## src/hdl/rmj_pkg.sv

```systemverilog
// shared constants, types and helpers for the radar measurement jacobian
// no dependencies
package rmj_pkg;

  localparam int unsigned DataW       = 32;
  localparam int unsigned FracBitsDef = 16;
  localparam int unsigned QuotBits    = DataW + 1;
  localparam int unsigned SqrtSteps   = DataW;
  localparam int unsigned DivLat      = QuotBits + 1;

  localparam logic [DataW-1:0]    LimitRst = 32'd4295;
  localparam logic [QuotBits-1:0] SatPosQ  = 33'h0_7FFF_FFFF;
  localparam logic [QuotBits-1:0] SatNegQ  = 33'h0_8000_0000;
  localparam logic [DataW-1:0]    SatPos   = 32'h7FFF_FFFF;
  localparam logic [DataW-1:0]    SatNeg   = 32'h8000_0000;

  typedef struct packed {
    logic [DataW-1:0]   mpx;
    logic [DataW-1:0]   mpy;
    logic               spx;
    logic               spy;
    logic [2*DataW-1:0] mc;
    logic               sc;
    logic [2*DataW-1:0] r2;
    logic               tc;
  } rmj_side_t;

  function automatic logic [DataW-1:0] mag32(logic [DataW-1:0] v);
    return v[DataW-1] ? (~v + 32'd1) : v;
  endfunction

endpackage

```

## src/hdl/rmj_sqrt_cell.sv

```systemverilog
// one step of the square root chain, one result bit per cell
// depends on rmj_pkg
module rmj_sqrt_cell import rmj_pkg::*; #(
  parameter int unsigned IDX = 0
) (
  input  logic               clk_i,
  input  logic               en_i,
  input  logic [2*DataW-1:0] n_i,
  input  logic [2*DataW-1:0] res_i,
  input  rmj_side_t          side_i,
  output logic [2*DataW-1:0] n_o,
  output logic [2*DataW-1:0] res_o,
  output rmj_side_t          side_o
);
  localparam logic [2*DataW-1:0] One = 64'd1 << (2*DataW - 2 - 2*IDX);

  logic [2*DataW-1:0] trial;
  logic [2*DataW-1:0] n_d, n_q, res_d, res_q;
  rmj_side_t          side_q;

  always_comb begin
    trial = res_i + One;
    if (n_i >= trial) begin
      n_d   = n_i - trial;
      res_d = (res_i >> 1) + One;
    end else begin
      n_d   = n_i;
      res_d = res_i >> 1;
    end
  end

  always_ff @(posedge clk_i) begin
    if (en_i) begin
      n_q    <= n_d;
      res_q  <= res_d;
      side_q <= side_i;
    end
  end

  assign n_o    = n_q;
  assign res_o  = res_q;
  assign side_o = side_q;
endmodule

```

## config.mk

```make
export PLATFORM = sky130hd
export DESIGN_NAME = rmj_sqrt_cell
export DESIGN_NICKNAME = d
export VERILOG_FILES = /design/src/hdl/rmj_pkg.sv /design/src/hdl/rmj_sqrt_cell.sv
export SDC_FILE = /design/constraint.sdc
export NUM_CORES = 1
export LEC_CHECK = 0
export BUFFER_PORTS_ARGS = -buffer_cell sky130_fd_sc_hd__buf_2
export CAP_MARGIN = 30
export CELL_PAD_IN_SITES_DETAIL_PLACEMENT = 0
export CELL_PAD_IN_SITES_GLOBAL_PLACEMENT = 1
export CORE_AREA = 4 4 249 251
export DETAILED_ROUTE_END_ITERATION = 8
export DIE_AREA = 0 0 253 255
export PLACE_DENSITY = 0.56
export SLEW_MARGIN = 5
export SYNTH_ARGS = -nofsm -noshare
export SYNTH_HDL_FRONTEND = slang
export SYNTH_SLANG_ARGS = --single-unit
```

## constraint.sdc

```tcl
create_clock -name clk_i -period 3.4 [get_ports clk_i]
set_input_delay 0.17 -clock clk_i [delete_from_list [all_inputs] [get_ports clk_i]]
set_output_delay 0.17 -clock clk_i [all_outputs]
set_load 0.03 [all_outputs]
```

==> results.py <==
metrics = {
    "layout": {
        "area_growth_pct": 64.17,
        "drive_gt1_frac": 0.3781,
        "n_fill_cell": 5830,
        "finalInstanceArea_mm2": 0.02380,
        "layout.cells.non_filler": 2950,
        "num-nets-final": 2525,
    },
    "sta": {
        "fin_crit_sh": 0.9697,
        "fin_ws_ns": 0.1031,
        "fmax_mhz": 303.3,
        "whs_ns": 0.04503,
        "finalHoldViolCount": 0,
        "relSlewSlack": 0.5499,
        "tns_ns": 0,
        "finalMaxSlewViolations": 0,
        "tightestPinTransition_ns": 0.6752,
        "setup_viol": 0,
        "period_minus_slack_ns": 3.297,
    },
    "drt": {
        "dr.pass1.iters": 4,
        "wire_per_inst_um": 23.41,
        "drt_iter0_markers": 525,
        "routed_wl_um": 69060,
        "vias": 13110,
        "vias_per_cell": 4.444,
        "detail-route-antenna-nets": 0,
        "drc_errors": 0,
    },
    "min_path": {
        "worstHoldStart": "n_i[59]",
        "whs_endpoint": "n_o[59]",
        "hold_path_class": "in2reg",
        "whs_path_depth": 3,
    },
    "clocking": {
        "cts-root-buf": "clkbuf_16",
        "cts_tree": "done",
        "htree_num_levels": 2,
        "cts_buffer_depth": 3,
        "cts.clk_slew.worst_paths_ns": 0.06,
        "cts.sinks": 324,
        "cts_inserted_buffers": 40,
    },
    "yosys": {
        "synth.avg_cell_area_um2": 13.41,
        "ys_ff_latch": 324,
        "async_flop_share": 0,
        "synth_edf_count": 324,
        "syn_nets": 1472,
        "yosys_warnings": 0,
        "yosysSeqAreaShare": 0.6712,
        "ys_types": 58,
        "dominantRegCellSynth": "edfxtp_1",
        "netlist_area_mm2": 0.01450,
        "synth_cells": 1081,
    },
    "grt": {
        "track_usage": 0.2026,
        "grt_use_met3": 0.06331,
        "grt_pass1_vias": 13630,
        "grt_max_degree": 79,
        "grt-busiest-layer": "met2",
        "antenna_found_initial": 15,
        "overflow": 0,
        "gr-usage-met2": 0.3546,
        "grt_pass1_wl_um": 95290,
        "grt_use_met1": 0.2346,
    },
    "critical_path": {
        "required_ns": 3.71,
        "path_class": "in2reg",
        "cp_max_fo": 4,
        "crit_path_end_kind": "flop",
        "startpoint": "res_i[6]",
        "start_kind": "input pin",
        "critical_path_arrival_ns": 3.61,
    },
    "pwr": {
        "p_leak_nw": 10.47,
        "vdd_drop_max_v": 0.0003471,
        "power_density_mw_per_mm2": 523.8,
    },
    "flow_run": {
        "cap_violations": 0,
    },
    "run_status": {
        "status": "completed",
    },
    "placement": {
        "place_ws_ns": -0.2586,
        "placed_area_mm2": 0.01921,
        "detailed_place_hpwl_um": 54600,
        "io_buffers": 649,
        "dpl.cell_count": 2554,
        "place.gp.congestion": 0.9249,
    },
    "floorplan": {
        "die_h_um": 255,
        "dieArea_mm2": 0.06452,
        "ios": 650,
        "core.rowCount": 90,
        "core_area_mm2": 0.05991,
        "start_util": 0.2420,
        "die_x_um": 253,
    },
}
routing by layer:
| layer | wire (um) | vias up | part of all wire |
|---|---|---|---|
| met3 | 5274 | 110 | 0.076 |
| met2 | 33970 | 493 | 0.49 |
| met1 | 26950 | 6326 | 0.39 |
| met5 | 114 | - | 0.0017 |
| met4 | 2755 | 18 | 0.040 |
| li1 | - | 6163 | - |
worst max-delay path, stage by stage:
cell	delay, ns
dlygate4sd3_1	0.54
buf_2	0.13
inv_1	0.08
ha_1	0.26
a21oi_1	0.21
o21ai_0	0.13
a31oi_1	0.31
a21oi_1	0.14
nor4b_1	0.41
buf_4	0.19
o31a_1	0.27
o21ai_1	0.21
a21oi_1	0.20
xnor2_1	0.09
mux2_2	0.26
power breakdown:
group / leakage, nW / total (W) / internal [W] / switching [W]
clock network: 0.636 / 0.00440 / 0.00256 / 0.00184
registers: 3.17 / 0.00495 / 0.00485 / 0.000108
logic: 6.66 / 0.00311 / 0.00115 / 0.00196
worst max-delay path by stage:
| stage | endpoint | slack, ns | cells after the start |
|---|---|---|---|
| 6_report | n_o[45] | 0.10 | 15 |
| 5_1_grt | n_o[53] | -0.005 | 15 |
| 4_1_cts | n_o[42] | 0.002 | 15 |
| 3_5_place_dp | n_o[54] | -0.26 | 15 |
| 3_3_place_gp | n_o[58] | -0.22 | 15 |
| 2_1_floorplan | n_o[60] | 0.37 | 12 |
cell families after synthesis:
family,share of synthesized area
AND/OR/NAND/NOR,0.07829
multiplexers,0.01157
AO/OA/AOI/OAI,0.1177
flip-flops,0.6712
adder cells (fa/ha/maj),0.05663
buffers and inverters,0.03082
XOR/XNOR,0.03384
what timing repair did:
item | 4_1_cts | 5_1_grt
resized for setup | 0 | 15
hold buffers | 318 | 0
endpoints found under the hold margin | 319 | 0
endpoints found under the setup margin | 0 | 62
buffers inserted | 0 | 2
area by class of cell:
type,count,area (um^2),area share
Inverter,78,292.8,0.01230
Tap cell,782,978.4,0.04112
Clock buffer,45,1020,0.04285
Clock inverter,24,292.8,0.01230
Multi-Input combinational cell,642,4372,0.1837
Antenna cell,7,17.52,0.0007361
Timing Repair Buffer,1048,7094,0.2981
Sequential cell,324,9729,0.4089
per-stage QoR:
step | power (W) | util
6_report | 0.01247 | 0.3972
5_1_grt | 0.01302 | 0.3970
4_1_cts | 0.01264 | 0.3957
3_5_place_dp | 0.007830 | 0.3206
3_3_place_gp | 0.007823 | 0.3206
2_1_floorplan | 0.006610 | -
sequential cells by signal, summed over array words and instances, names as in the netlist:
register	cells
res_o	64
n_o	64
side_o	196
layout by cell type, fill, tap and decap left out, types with 49 or more instances in the layout:
| cell | instances |
|---|---|
| inv_1 | 78 |
| a21o_1 | 49 |
| buf_2 | 648 |
| buf_4 | 76 |
| nor2_1 | 82 |
| a21oi_1 | 108 |
| nand2_1 | 52 |
| dlygate4sd3_1 | 318 |
| edfxtp_1 | 324 |
| ha_1 | 63 |
cell usage after synthesis (3+ instances only):
master,number,area (um^2)
a211oi_1,4,30.03
a41oi_1,5,43.79
nor2_1,82,307.8
a21o_1,49,367.9
ha_1,64,800.8
clkbuf_1,25,93.84
mux2_2,10,112.6
or3_1,4,25.02
a31oi_1,7,43.79
xor2_1,20,175.2
o21bai_1,11,82.58
mux2_1,4,45.04
nand4_1,18,112.6
edfxtp_1,324,9729
nand2_1,52,195.2
xnor2_1,36,315.3
o21a_1,7,52.55
nor3_1,11,55.05
o31a_1,5,43.79
and2_1,10,62.56
o21ai_1,3,15.01
and4_1,3,26.28
nand2b_1,3,18.77
nand3_1,14,70.07
a21oi_1,111,555.5
buf_2,11,55.05
and3_1,13,81.33
nor2b_1,10,62.56
o21ai_0,40,200.2
o211ai_1,7,52.55
or2_2,4,25.02
a21boi_0,5,37.54
inv_1,78,292.8
Note: power is estimated with default switching activity, not from simulation.
